<file path="src/sv/bchs_pkg.sv">
// ----------------------------------------------------------------------------
// bchs_pkg
// shared types and constants of the blink code heartbeat sequencer
// ----------------------------------------------------------------------------
package bchs_pkg;

    localparam int unsigned TICK_W   = 16;
    localparam int unsigned COUNT_W  = 8;
    localparam int unsigned PHASE_W  = 3;
    localparam int unsigned DATA_W   = 32;
    localparam int unsigned ADDR_W   = 5;
    localparam int unsigned REG_SEL_W = 3;

    // register indexes, byte address is 4 * index
    localparam logic [REG_SEL_W-1:0] REG_FIRST_PAUSE  = 3'd0;
    localparam logic [REG_SEL_W-1:0] REG_FLASH_ON     = 3'd1;
    localparam logic [REG_SEL_W-1:0] REG_FLASH_OFF    = 3'd2;
    localparam logic [REG_SEL_W-1:0] REG_SECOND_PAUSE = 3'd3;
    localparam logic [REG_SEL_W-1:0] REG_BEAT_ON      = 3'd4;
    localparam logic [REG_SEL_W-1:0] REG_BEAT_OFF     = 3'd5;
    localparam logic [REG_SEL_W-1:0] REG_FLASH_COUNT  = 3'd6;

    // reset values
    localparam logic [TICK_W-1:0]  RST_FIRST_PAUSE  = 16'd500;
    localparam logic [TICK_W-1:0]  RST_FLASH_ON     = 16'd200;
    localparam logic [TICK_W-1:0]  RST_FLASH_OFF    = 16'd200;
    localparam logic [TICK_W-1:0]  RST_SECOND_PAUSE = 16'd1000;
    localparam logic [TICK_W-1:0]  RST_BEAT_ON      = 16'd100;
    localparam logic [TICK_W-1:0]  RST_BEAT_OFF     = 16'd900;
    localparam logic [COUNT_W-1:0] RST_FLASH_COUNT  = 8'd0;

    typedef struct packed {
        logic [TICK_W-1:0]  first_pause_ticks;
        logic [TICK_W-1:0]  flash_on_ticks;
        logic [TICK_W-1:0]  flash_off_ticks;
        logic [TICK_W-1:0]  second_pause_ticks;
        logic [TICK_W-1:0]  beat_on_ticks;
        logic [TICK_W-1:0]  beat_off_ticks;
        logic [COUNT_W-1:0] flash_count;
    } cfg_t;

endpackage

</file>
<file path="src/sv/bchs_if.sv">
// ----------------------------------------------------------------------------
// bchs_if
// tick request channel and result channel of the sequencer
// ----------------------------------------------------------------------------
interface bchs_tick_if;
    logic valid;
    logic ready;
    logic restart;

    modport source (output valid, output restart, input ready);
    modport sink   (input valid, input restart, output ready);
endinterface

interface bchs_result_if;
    logic                            valid;
    logic                            ready;
    logic                            led_on;
    logic [bchs_pkg::PHASE_W-1:0]    phase;
    logic [bchs_pkg::COUNT_W-1:0]    flashes_left;

    modport source (output valid, output led_on, output phase, output flashes_left,
                    input ready);
    modport sink   (input valid, input led_on, input phase, input flashes_left,
                    output ready);
endinterface

</file>
<file path="src/sv/bchs_regs.sv">
// ----------------------------------------------------------------------------
// bchs_regs
// apb configuration registers of the sequencer
// ----------------------------------------------------------------------------
module bchs_regs
(
    input  logic                          clk,
    input  logic                          rst_n,
    input  logic                          psel,
    input  logic                          penable,
    input  logic                          pwrite,
    input  logic [bchs_pkg::ADDR_W-1:0]   paddr,
    input  logic [bchs_pkg::DATA_W-1:0]   pwdata,
    output logic [bchs_pkg::DATA_W-1:0]   prdata,
    output logic                          pready,
    output bchs_pkg::cfg_t                cfg
);

    bchs_pkg::cfg_t                   cfg_reg;
    logic [bchs_pkg::REG_SEL_W-1:0]   sel;
    logic                             wr_en;

    assign sel    = paddr[bchs_pkg::ADDR_W-1:2];
    assign wr_en  = psel && penable && pwrite;
    assign pready = 1'b1;
    assign cfg    = cfg_reg;

    always_ff @(posedge clk or negedge rst_n)
    begin
        if (!rst_n)
        begin
            cfg_reg.first_pause_ticks  <= bchs_pkg::RST_FIRST_PAUSE;
            cfg_reg.flash_on_ticks     <= bchs_pkg::RST_FLASH_ON;
            cfg_reg.flash_off_ticks    <= bchs_pkg::RST_FLASH_OFF;
            cfg_reg.second_pause_ticks <= bchs_pkg::RST_SECOND_PAUSE;
            cfg_reg.beat_on_ticks      <= bchs_pkg::RST_BEAT_ON;
            cfg_reg.beat_off_ticks     <= bchs_pkg::RST_BEAT_OFF;
            cfg_reg.flash_count        <= bchs_pkg::RST_FLASH_COUNT;
        end
        else if (wr_en)
        begin
            case (sel)
                bchs_pkg::REG_FIRST_PAUSE:
                    cfg_reg.first_pause_ticks <= pwdata[bchs_pkg::TICK_W-1:0];
                bchs_pkg::REG_FLASH_ON:
                    cfg_reg.flash_on_ticks <= pwdata[bchs_pkg::TICK_W-1:0];
                bchs_pkg::REG_FLASH_OFF:
                    cfg_reg.flash_off_ticks <= pwdata[bchs_pkg::TICK_W-1:0];
                bchs_pkg::REG_SECOND_PAUSE:
                    cfg_reg.second_pause_ticks <= pwdata[bchs_pkg::TICK_W-1:0];
                bchs_pkg::REG_BEAT_ON:
                    cfg_reg.beat_on_ticks <= pwdata[bchs_pkg::TICK_W-1:0];
                bchs_pkg::REG_BEAT_OFF:
                    cfg_reg.beat_off_ticks <= pwdata[bchs_pkg::TICK_W-1:0];
                bchs_pkg::REG_FLASH_COUNT:
                    cfg_reg.flash_count <= pwdata[bchs_pkg::COUNT_W-1:0];
                default:
                    ;
            endcase
        end
    end

    always_comb
    begin
        prdata = '0;
        case (sel)
            bchs_pkg::REG_FIRST_PAUSE:
                prdata = {16'd0, cfg_reg.first_pause_ticks};
            bchs_pkg::REG_FLASH_ON:
                prdata = {16'd0, cfg_reg.flash_on_ticks};
            bchs_pkg::REG_FLASH_OFF:
                prdata = {16'd0, cfg_reg.flash_off_ticks};
            bchs_pkg::REG_SECOND_PAUSE:
                prdata = {16'd0, cfg_reg.second_pause_ticks};
            bchs_pkg::REG_BEAT_ON:
                prdata = {16'd0, cfg_reg.beat_on_ticks};
            bchs_pkg::REG_BEAT_OFF:
                prdata = {16'd0, cfg_reg.beat_off_ticks};
            bchs_pkg::REG_FLASH_COUNT:
                prdata = {24'd0, cfg_reg.flash_count};
            default:
                prdata = '0;
        endcase
    end

endmodule

</file>
<file path="src/sv/blink_code_heartbeat_sequencer_unit.sv">
// ----------------------------------------------------------------------------
// blink_code_heartbeat_sequencer_unit
// status led sequencer: first pause, code flashes, second pause, heartbeat
// ----------------------------------------------------------------------------
// usage
//   tick:   one request per led tick; restart = 1 sends the sequence back to
//           its reset phase at the start of that tick
//   result: one item per request with led_on, phase and flashes_left as they
//           stand after the tick
//   apb:    seven registers at byte addresses 0..24, step 4; write them only
//           while no request is in flight
// timing
//   latency is one cycle from request to result; one request is taken in
//   every cycle, set by the single phase, counter and flash update that sits
//   between the state registers and the result register
//   the result register holds the last result while the receiver stalls and
//   tick.ready follows it: a new request is taken once the held result goes
// reset
//   rst_n clears the sequence to its reset phase with the led dark and loads
//   the registers with their default timing; no result is pending
// ----------------------------------------------------------------------------
module blink_code_heartbeat_sequencer_unit
(
    input  logic                          clk,
    input  logic                          rst_n,
    input  logic                          psel,
    input  logic                          penable,
    input  logic                          pwrite,
    input  logic [bchs_pkg::ADDR_W-1:0]   paddr,
    input  logic [bchs_pkg::DATA_W-1:0]   pwdata,
    output logic [bchs_pkg::DATA_W-1:0]   prdata,
    output logic                          pready,
    bchs_tick_if.sink                     tick,
    bchs_result_if.source                 result
);

    typedef enum logic [bchs_pkg::PHASE_W-1:0] {
        PH_RESET     = 3'd0,
        PH_PAUSE1    = 3'd1,
        PH_FLASH_ON  = 3'd2,
        PH_FLASH_OFF = 3'd3,
        PH_PAUSE2    = 3'd4,
        PH_BEAT_ON   = 3'd5,
        PH_BEAT_OFF  = 3'd6
    } phase_t;

    bchs_pkg::cfg_t                  cfg;

    phase_t                          phase_reg, phase_next, phase_cur;
    logic [bchs_pkg::TICK_W-1:0]     ticks_reg, ticks_next, ticks_dec;
    logic [bchs_pkg::COUNT_W-1:0]    flashes_reg, flashes_next;
    logic                            led_reg, led_next;
    logic                            out_valid_reg, out_valid_next;
    logic                            accept;
    logic                            expired;

    bchs_regs u_regs
    (
        .clk     (clk),
        .rst_n   (rst_n),
        .psel    (psel),
        .penable (penable),
        .pwrite  (pwrite),
        .paddr   (paddr),
        .pwdata  (pwdata),
        .prdata  (prdata),
        .pready  (pready),
        .cfg     (cfg)
    );

    assign tick.ready = !out_valid_reg || result.ready;
    assign accept     = tick.valid && tick.ready;

    assign ticks_dec = ticks_reg - 16'd1;
    assign expired   = (ticks_dec == '0);
    assign phase_cur = tick.restart ? PH_RESET : phase_reg;

    always_comb
    begin
        phase_next   = phase_cur;
        ticks_next   = ticks_reg;
        flashes_next = flashes_reg;
        led_next     = led_reg;
        case (phase_cur)
            PH_RESET:
            begin
                flashes_next = cfg.flash_count;
                phase_next   = PH_PAUSE1;
                ticks_next   = cfg.first_pause_ticks;
                led_next     = 1'b0;
            end
            PH_PAUSE1:
            begin
                ticks_next = ticks_dec;
                if (expired)
                begin
                    if (flashes_reg == '0)
                    begin
                        phase_next = PH_PAUSE2;
                        ticks_next = cfg.second_pause_ticks;
                        led_next   = 1'b0;
                    end
                    else
                    begin
                        phase_next = PH_FLASH_ON;
                        ticks_next = cfg.flash_on_ticks;
                        led_next   = 1'b1;
                    end
                end
            end
            PH_FLASH_ON:
            begin
                if (flashes_reg == '0)
                begin
                    phase_next = PH_PAUSE2;
                    ticks_next = cfg.second_pause_ticks;
                    led_next   = 1'b0;
                end
                else
                begin
                    ticks_next = ticks_dec;
                    if (expired)
                    begin
                        flashes_next = flashes_reg - 8'd1;
                        led_next     = 1'b0;
                        if (flashes_reg == 8'd1)
                        begin
                            phase_next = PH_PAUSE2;
                            ticks_next = cfg.second_pause_ticks;
                        end
                        else
                        begin
                            phase_next = PH_FLASH_OFF;
                            ticks_next = cfg.flash_off_ticks;
                        end
                    end
                end
            end
            PH_FLASH_OFF:
            begin
                ticks_next = ticks_dec;
                if (expired)
                begin
                    phase_next = PH_FLASH_ON;
                    ticks_next = cfg.flash_on_ticks;
                    led_next   = 1'b1;
                end
            end
            PH_PAUSE2, PH_BEAT_OFF:
            begin
                ticks_next = ticks_dec;
                if (expired)
                begin
                    phase_next = PH_BEAT_ON;
                    ticks_next = cfg.beat_on_ticks;
                    led_next   = 1'b1;
                end
            end
            PH_BEAT_ON:
            begin
                ticks_next = ticks_dec;
                if (expired)
                begin
                    phase_next = PH_BEAT_OFF;
                    ticks_next = cfg.beat_off_ticks;
                    led_next   = 1'b0;
                end
            end
            default:
            begin
                phase_next = PH_RESET;
                led_next   = 1'b0;
            end
        endcase
    end

    always_comb
    begin
        out_valid_next = out_valid_reg;
        if (accept)
        begin
            out_valid_next = 1'b1;
        end
        else if (result.ready)
        begin
            out_valid_next = 1'b0;
        end
    end

    // state doubles as the result register: it only moves on an accepted request
    always_ff @(posedge clk or negedge rst_n)
    begin
        if (!rst_n)
        begin
            phase_reg     <= PH_RESET;
            ticks_reg     <= '0;
            flashes_reg   <= '0;
            led_reg       <= 1'b0;
            out_valid_reg <= 1'b0;
        end
        else
        begin
            out_valid_reg <= out_valid_next;
            if (accept)
            begin
                phase_reg   <= phase_next;
                ticks_reg   <= ticks_next;
                flashes_reg <= flashes_next;
                led_reg     <= led_next;
            end
        end
    end

    assign result.valid        = out_valid_reg;
    assign result.led_on       = led_reg;
    assign result.phase        = phase_reg;
    assign result.flashes_left = flashes_reg;

    a_led_only_when_lit_phase: assert property (@(posedge clk) disable iff (!rst_n)
        led_reg |-> (phase_reg == PH_FLASH_ON || phase_reg == PH_BEAT_ON))
        else $error("led lit outside a lit phase");

    a_restart_reports_pause1: assert property (@(posedge clk) disable iff (!rst_n)
        (accept && tick.restart) |=> (phase_reg == PH_PAUSE1 && !led_reg && out_valid_reg))
        else $error("restart did not land in first pause");

    a_stall_holds_state: assert property (@(posedge clk) disable iff (!rst_n)
        !accept |=> ($stable(phase_reg) && $stable(ticks_reg) && $stable(flashes_reg)))
        else $error("state moved without a request");

    a_flash_off_keeps_count: assert property (@(posedge clk) disable iff (!rst_n)
        (accept && !tick.restart && phase_reg == PH_FLASH_OFF) |=> $stable(flashes_reg))
        else $error("flash count changed in flash off");

endmodule
</file>
<file path="src/flat_wrapper.sv">
// flat-port wrapper written by rule: the top's interface ports become plain ports
module blink_code_heartbeat_sequencer_unit_flat 
  (clk, rst_n, psel, penable, pwrite, paddr, pwdata, prdata, pready, tick_valid, tick_restart, tick_ready, result_valid, result_led_on, result_phase, result_flashes_left, result_ready);
  bchs_tick_if tick_i ();
  bchs_result_if result_i ();
  input  logic clk;
  input  logic rst_n;
  input  logic psel;
  input  logic penable;
  input  logic pwrite;
  input  logic [bchs_pkg::ADDR_W-1:0] paddr;
  input  logic [bchs_pkg::DATA_W-1:0] pwdata;
  output logic [bchs_pkg::DATA_W-1:0] prdata;
  output logic pready;
  input wire logic [$bits(tick_i.valid)-1:0] tick_valid;
  input wire logic [$bits(tick_i.restart)-1:0] tick_restart;
  output wire logic [$bits(tick_i.ready)-1:0] tick_ready;
  output wire logic [$bits(result_i.valid)-1:0] result_valid;
  output wire logic [$bits(result_i.led_on)-1:0] result_led_on;
  output wire logic [$bits(result_i.phase)-1:0] result_phase;
  output wire logic [$bits(result_i.flashes_left)-1:0] result_flashes_left;
  input wire logic [$bits(result_i.ready)-1:0] result_ready;
  assign tick_i.valid = tick_valid;
  assign tick_i.restart = tick_restart;
  assign tick_ready = tick_i.ready;
  assign result_valid = result_i.valid;
  assign result_led_on = result_i.led_on;
  assign result_phase = result_i.phase;
  assign result_flashes_left = result_i.flashes_left;
  assign result_i.ready = result_ready;
  blink_code_heartbeat_sequencer_unit u_core (.clk(clk), .rst_n(rst_n), .psel(psel), .penable(penable), .pwrite(pwrite), .paddr(paddr), .pwdata(pwdata), .prdata(prdata), .pready(pready), .tick(tick_i), .result(result_i));
endmodule
</file>
<file path="config.mk">
export PLATFORM = sky130hd
export DESIGN_NAME = blink_code_heartbeat_sequencer_unit_flat
export DESIGN_NICKNAME = d
export VERILOG_FILES = /design/src/sv/bchs_pkg.sv /design/src/sv/bchs_if.sv /design/src/sv/bchs_regs.sv /design/src/sv/blink_code_heartbeat_sequencer_unit.sv /design/src/flat_wrapper.sv
export SDC_FILE = /design/constraint.sdc
export NUM_CORES = 1
export LEC_CHECK = 0
export ABC_AREA = 1
export BUFFER_PORTS_ARGS = -buffer_cell sky130_fd_sc_hd__buf_2
export CAP_MARGIN = 25
export CORE_ASPECT_RATIO = 0.5
export CORE_MARGIN = 8
export CORE_UTILIZATION = 30
export CTS_BUF_LIST = sky130_fd_sc_hd__clkbuf_4 sky130_fd_sc_hd__clkbuf_8 sky130_fd_sc_hd__clkbuf_16
export DETAILED_ROUTE_END_ITERATION = 12
export SYNTH_ARGS = -nofsm -noshare
export SYNTH_HDL_FRONTEND = slang
export SYNTH_SLANG_ARGS = --single-unit
</file>
<file path="constraint.sdc">
create_clock -name clk -period 2.4 [get_ports clk]
set_input_delay 0.48 -clock clk [delete_from_list [all_inputs] [get_ports clk]]
set_output_delay 0.48 -clock clk [all_outputs]
set_load 0.01 [all_outputs]
</file>
==> flow_summary.yaml, run 1 <==
min_path:
  hold_path.class: "primary input to register"
  min_from: "pwdata[12]"
  hold_end: "u_core.u_regs.cfg[20]"
  hold_depth: 3
detailed_routing:
  detail_route.iter0.violations: 1029
  via_per_inst: 4.88
  wirelength_mm: 30.5
  drtAntennaViolNets: 0
  firstDrtPassIters: 6
  via_count: 8996
  drc_errors: 0
  wire_per_inst_um: 16.5
cts:
  clock_latency_ns: 0.43
  root_buffer: "clkbuf_16"
  cts.path.max_buffers: 2
  clock-sinks: 133
  htreeDepth: 4
  cts_buffers: 17
  cts_tree: "built"
  path_clk_slew_ns: 0.07
floorplanning:
  start_util: 0.306
  die_w_um: 259
  die_area_um2: 35700
  ios: 92
  core_area_um2: 29100
  rows: 44
  dieHeight_um: 138
placement:
  dp_hpwl_mm: 21.2
  gp_congestion: 0.873
  port-buffer-count: 56
  dp_slack_ns: -0.119
  dpl.cell_count: 1781
final_layout:
  largest_register_ffs: 104
  regArea_um2: 3360
  area_growth_pct: 25.9
  num-fill-cells: 3022
  drive_above_1_share: 0.227
  n_antenna_cell: 0
  finalNetCount: 1488
  multi_input_area_um2: 4600
  fin_cells: 1843
power_and_ir_drop:
  peakVddDrop_uv: 442
  power.leakage_nw: 5.56
  power.density_nw_per_um2: 739
flow_run:
  drv_cap: 0
setup_path:
  cp.buffers_inverters: 2
  r2r-end: "u_core.ticks_reg[14]"
  r2r_cells: 20
  critPathTopFamily: "simple AND/OR/NAND/NOR gates"
  crit_path_end_kind: "register"
  crit_chain: "buf_6 -> nor2_4 -> nand2_4 -> nor2_4 -> nand2_1 -> nand2_2 -> nand2_2 -> nor2_2 -> nand2_2 -> nor2_8 -> buf_6 -> nand2_8 -> nand2_8 -> nand2_1 -> nor2_1 -> nand2_1 -> nand2_1 -> nand2_1 -> nand2_2 -> nand2_1"
  required_ns: 2.71
  startpoint_type: "register"
  path_max_fanout: 8
  worstPathArrival_ns: 2.89
  reg2reg_slack_ns: -0.18
  worstSetupPathType: "register to register"
  crit_path_top_delay_cell: "dfrtp_1"
  cpMostUsedCell: "nand2_1"
  critPathMaxStageDelay_ns: 0.39
  regToRegStartpoint: "u_core.ticks_reg[1]"
timing:
  fin_setup_tns_ns: -3.94
  fin_crit_sh: 1.08
  setup_viol: 28
  fin_crit_ns: 2.58
  drv_slew: 0
  hold_ws_ns: 0.296
  finalHoldViolCount: 0
  relSlewSlack: 0.464
  fin_ws_ns: -0.180
  finalClockSkew_ns: 0.0114
  clock.fmax_ghz: 0.388
  worst_pin_slew_ns: 0.803
  rsz0062_at_grt: "true"
synthesis:
  yosys_register_bits: 133
  netlist_area_um2: 8880
  syn_inst: 1311
  synth_warnings: 0
  synth.yosys.seq_area_share: 0.378
  synthDistinctLibCells: 39
  post_synth.cell_area_avg_um2: 6.78
global_route:
  antenna_found_initial: 0
  grt_max_degree: 51
  overflow: 0
  grt_pass1_wl_mm: 47.8
  grt_usage: 0.169
  grt_pass1_vias: 8459
outcome:
  violations: "setup timing"
  status: "complete, but fails checks"
-- timing repair --
item | CTS | global route
pin swaps | 6 | 35
hold buffers | 1 | 0
endpoints found under the setup margin | 24 | 30
buffers inserted | 17 | 6
gates resized for setup | 26 | 39
cloned | 4 | 3
endpoints found under the hold margin | 2 | 0
-- report_power, final --
part,leakage (nW),internal (W),switching (W)
registers,1.57,0.00280,0.000445
logic,3.72,0.00102,0.00155
clock network,0.264,0.00139,0.00107
-- placed cells by master, fill, tap and decap left out, drive strengths merged --
| cell | count |
|---|---|
| o21bai | 1 |
| a22oi | 2 |
| nand4 | 5 |
| inv | 191 |
| clkbuf | 22 |
| nor3 | 7 |
| or2 | 2 |
| nand3 | 101 |
| dfrtp | 108 |
| xnor2 | 1 |
| nor2 | 108 |
| o21ai | 162 |
| dlygate4sd3 | 1 |
| clkinv | 5 |
| o22ai | 8 |
| o211ai | 5 |
| conb | 17 |
| nand3b | 3 |
| o221ai | 5 |
| o2111ai | 11 |
| buf | 170 |
| a21oi | 35 |
| a221oi | 13 |
| o211a | 1 |
| a31oi | 3 |
| ha | 4 |
| nand2 | 431 |
| dfstp | 25 |
| o311ai | 1 |
| xor2 | 1 |
| clkinvlp | 3 |
-- Yosys cell counts (all sizes together) --
master     n  share of area
nand2    430           0.18
inv      188          0.079
o21ai    162          0.091
dfrtp    108           0.30
nor2     108          0.054
nand3    101          0.074
clkbuf    41          0.017
buf       38          0.037
a21oi     35          0.020
dfstp     25          0.074
a221oi    13          0.013
o2111ai   11          0.011
o22ai      8         0.0056
nor3       7         0.0039
nand4      5         0.0035
o211ai     5         0.0042
o221ai     5         0.0049
ha         4         0.0056
a31oi      3         0.0021
nand3b     3         0.0025
a22oi      2         0.0017
conb       2        0.00085
or2        2         0.0014
o211a      1         0.0011
o21bai     1        0.00085
o311ai     1        0.00099
xnor2      1        0.00099
xor2       1        0.00099
-- cell type report --
type / instances / share of cell area
clock inverter: 11 / 0.00727
clock buffer: 21 / 0.0413
tap: 391 / 0.0438
sequential: 133 / 0.300
multi-input combinational: 927 / 0.411
inverter: 188 / 0.0633
timing repair buffer: 172 / 0.133
-- worst reg2reg max path, stage by stage (launching register included) --
cell and delay, ns:
dfrtp_1 0.39, buf_6 0.13, nor2_4 0.14, nand2_4 0.08, nor2_4 0.19, nand2_1 0.11
nand2_2 0.09, nand2_2 0.06, nor2_2 0.11, nand2_2 0.09, nor2_8 0.21, buf_6 0.15
nand2_8 0.10, nand2_8 0.15, nand2_1 0.07, nor2_1 0.09, nand2_1 0.09, nand2_1 0.07
nand2_1 0.06, nand2_2 0.07, nand2_1 0.05
-- worst max-delay path by stage --
stage	start	end	cells past startpoint
floorplan	u_core.ticks_reg[0]	u_core.ticks_reg[15]	19
global placement	u_core.ticks_reg[0]	u_core.ticks_reg[12]	18
detailed placement	u_core.ticks_reg[0]	u_core.ticks_reg[12]	17
CTS	u_core.ticks_reg[1]	u_core.ticks_reg[10]	21
global route	u_core.ticks_reg[1]	u_core.ticks_reg[5]	21
finish	u_core.ticks_reg[1]	u_core.ticks_reg[14]	20
-- kinds of logic after synthesis --
family	after synthesis	share of synthesized area
compound gates	247	0.156
simple gates	656	0.324
fa+ha+maj	4	0.00563
flops	133	0.378
buf+inv	267	0.134
xor+xnor	2	0.00197
other cells	2	0.000845
-- stage by stage --
step	instance area (um2)	power, W	util
detailed placement	10100	0.00552	0.347
floorplan	8940	0.00455	-
finish	11200	0.00827	0.385
CTS	11000	0.00821	0.378
global route	11200	0.00871	0.385
global placement	10100	0.00549	0.347
-- metal layers --
layer,GRT usage,routed length [um],up-vias,share of wire
met5,0,0,-,0
met4,0.0520,580,0,0.019
met3,0.0322,2550,41,0.084
met2,0.252,12800,360,0.42
met1,0.243,14600,4186,0.48
li1,-,-,4409,-
Note: power is estimated with default switching activity, not from simulation.
==> run 2, diff against run 1 <==
==> constraint.sdc (replaced) <==
create_clock -name clk -period 2.4 [get_ports clk]
set_input_delay 0.24 -clock clk [delete_from_list [all_inputs] [get_ports clk]]
set_output_delay 0.24 -clock clk [all_outputs]
set_load 0.01 [all_outputs]
==> run 2 against run 1 <==
  * The flow still finishes with violations (setup timing)
  * Worst hold slack worse by 0.25 ns
  * Global-route usage is essentially flat
  * Critical endpoint is now u_core.ticks_reg[2]
  * Largest cell class unchanged
  * Highest routed layer unchanged
  * First-iteration DRC count down 14%
  * Flip-flop and latch count unchanged
  * Setup slack improved by 0.079 ns
==> flow_summary.yaml, run 2 (same netlist as run 1, synthesis figures left out) <==
global_route:
  antenna_found_initial: 0
  grt_max_degree: 53
  grt_usage: 0.169
  met3_usage: 0.0386
  grt_pass1_vias: 8439
  grt_pass1_wl_mm: 47.5
  use_met2: 0.253
  gr-max-usage-layer: "met2"
  grt_util_met1: 0.239
  overflow: 0
detailed_routing:
  drtAntennaViolNets: 0
  via_count: 8890
  detail_route.iter0.violations: 887
  drc_errors: 0
  firstDrtPassIters: 5
  wirelength_mm: 30.2
  via_per_inst: 4.88
  wire_per_inst_um: 16.6
flow_run:
  drv_cap: 0
setup_path:
  worstPathArrival_ns: 2.82
  critPathMaxStageDelay_ns: 0.39
  crit_path_top_delay_cell: "dfrtp_1"
  cpMostUsedCell: "nand2_1"
  worstSetupPathType: "register to register"
  cp.buffers_inverters: 6
  crit_path_end_kind: "register"
  crit_chain: "buf_6 -> nor2_4 -> nand2_4 -> nor2_4 -> buf_4 -> buf_4 -> nand2_1 -> nand2_1 -> nor2_1 -> nand2_1 -> nor2_4 -> buf_6 -> nand2_8 -> buf_8 -> inv_4 -> or2_2 -> nand2_1 -> nand2_1 -> nand2_1 -> nand2_1"
  startpoint_type: "register"
  required_ns: 2.72
  critPathTopFamily: "simple AND/OR/NAND/NOR gates"
  path_max_fanout: 7
final_layout:
  num-fill-cells: 3078
  drive_above_1_share: 0.208
  largest_register_ffs: 104
  final_cell_mix: "nand2_1 (421), inv_1 (178), o21ai_0 (148)"
  layout_commonest_cell: "nand2_1"
  area_growth_pct: 23.6
  finalNetCount: 1465
  n_antenna_cell: 0
cts:
  clock-sinks: 133
  cts_tree: "built"
  path_clk_slew_ns: 0.06
  cts.path.max_buffers: 2
  cts_buffers: 17
  clock_latency_ns: 0.43
  root_buffer: "clkbuf_16"
  htreeDepth: 4
placement:
  gp_congestion: 0.859
  dp_hpwl_mm: 21.3
  port-buffer-count: 56
outcome:
  violations: "setup timing"
  status: "complete, but fails checks"
min_path:
  hold_path.class: "primary input to register"
timing:
  drv_slew: 0
  fin_ws_ns: -0.101
  clock.fmax_ghz: 0.400
  fin_crit_ns: 2.50
  finalClockSkew_ns: 0.0114
  finalHoldViolCount: 0
  fin_setup_tns_ns: -1.19
  worst_pin_slew_ns: 0.818
  setup_viol: 23
  fin_crit_sh: 1.04
  rsz0062_at_grt: "true"
  relSlewSlack: 0.454
floorplanning:
  die_area_um2: 35700
  core_area_um2: 29100
  dieHeight_um: 138
  start_util: 0.306
  ios: 92
  die_w_um: 259
  rows: 44
power_and_ir_drop:
  power.leakage_nw: 5.48
  power.density_nw_per_um2: 768
  total_power_w: 0.00843
  peakVddDrop_uv: 470
run 2: changes by cell type in the layout (fill, tap and decap cells not counted), moves of 3 or more:
cell,delta
inv_6,+4
clkinvlp_4,-3
buf_12,-3
nand2_1,+6
buf_4,-18
buf_6,-3
nand2_2,-6
run 2: repair_timing:
action | CTS | global route
resized for setup | 29 | 32
pin swaps | 2 | 9
hold buffers | 1 | 0
endpoints found under the hold margin | 41 | 0
gates cloned | 2 | 3
buffers inserted | 9 | 6
endpoints found under the setup margin | 23 | 28
run 2: layout make-up:
cell class | instances | area (um2) | area share
Inverter | 188 | 708 | 0.0645
Clock buffer | 19 | 447 | 0.0407
Multi-Input combinational cell | 926 | 4530 | 0.413
Tap cell | 391 | 489 | 0.0446
Sequential cell | 133 | 3360 | 0.306
Clock inverter | 13 | 158 | 0.0144
Timing Repair Buffer | 150 | 1280 | 0.117
run 2: layer usage:
| layer | share of wire | wire length (um) |
|---|---|---|
| met2 | 0.42 | 12700 |
| met4 | 0.015 | 466 |
| met3 | 0.086 | 2580 |
| met5 | 0 | 0 |
| met1 | 0.48 | 14400 |
run 2: per-stage QoR:
stage / area (um2) / setup WS [ns] / cells / utilization / hold slack (ns)
2_1_floorplan: 8940 / 0.147 / 1326 / - / -0.0556
3_3_place_gp: 9910 / -0.0969 / 1767 / 0.341 / 0.239
3_5_place_dp: 9910 / -0.134 / 1767 / 0.341 / 0.233
4_1_cts: 10800 / -0.0338 / 1811 / 0.371 / 0.0348
5_1_grt: 11000 / -0.328 / 1820 / 0.378 / 0.0427
6_report: 11000 / -0.101 / 1820 / 0.378 / 0.0472
run 2: worst reg2reg max path, delay by kind of cell (launching register included):
family / cells / cell delay, ns
flops: 1 / 0.39
buf+inv: 6 / 0.67
simple gates: 14 / 1.35
run 2: final timing paths:
check / end / cells after the start / start / slack (ns)
max: u_core.ticks_reg[2] / 20 / u_core.ticks_reg[1] / -0.10
min: u_core.u_regs.cfg[22] / 3 / pwdata[14] / 0.05
max reg2reg: u_core.ticks_reg[2] / 20 / u_core.ticks_reg[1] / -0.10
min reg2reg: u_core.u_regs.cfg[59] / 2 / u_core.u_regs.cfg[59] / 0.51
max in group asynchronous: u_core.u_regs.cfg[95] / 3 / rst_n / 1.36
min in group asynchronous: u_core.u_regs.cfg[3] / 2 / rst_n / 0.33
run 2: power breakdown:
group	switching [W]	leakage (nW)	internal, W
registers	0.000446	1.57	0.00280
clock network	0.00114	0.301	0.00161
logic	0.00150	3.61	0.000951
total	0.00308	5.48	0.00535
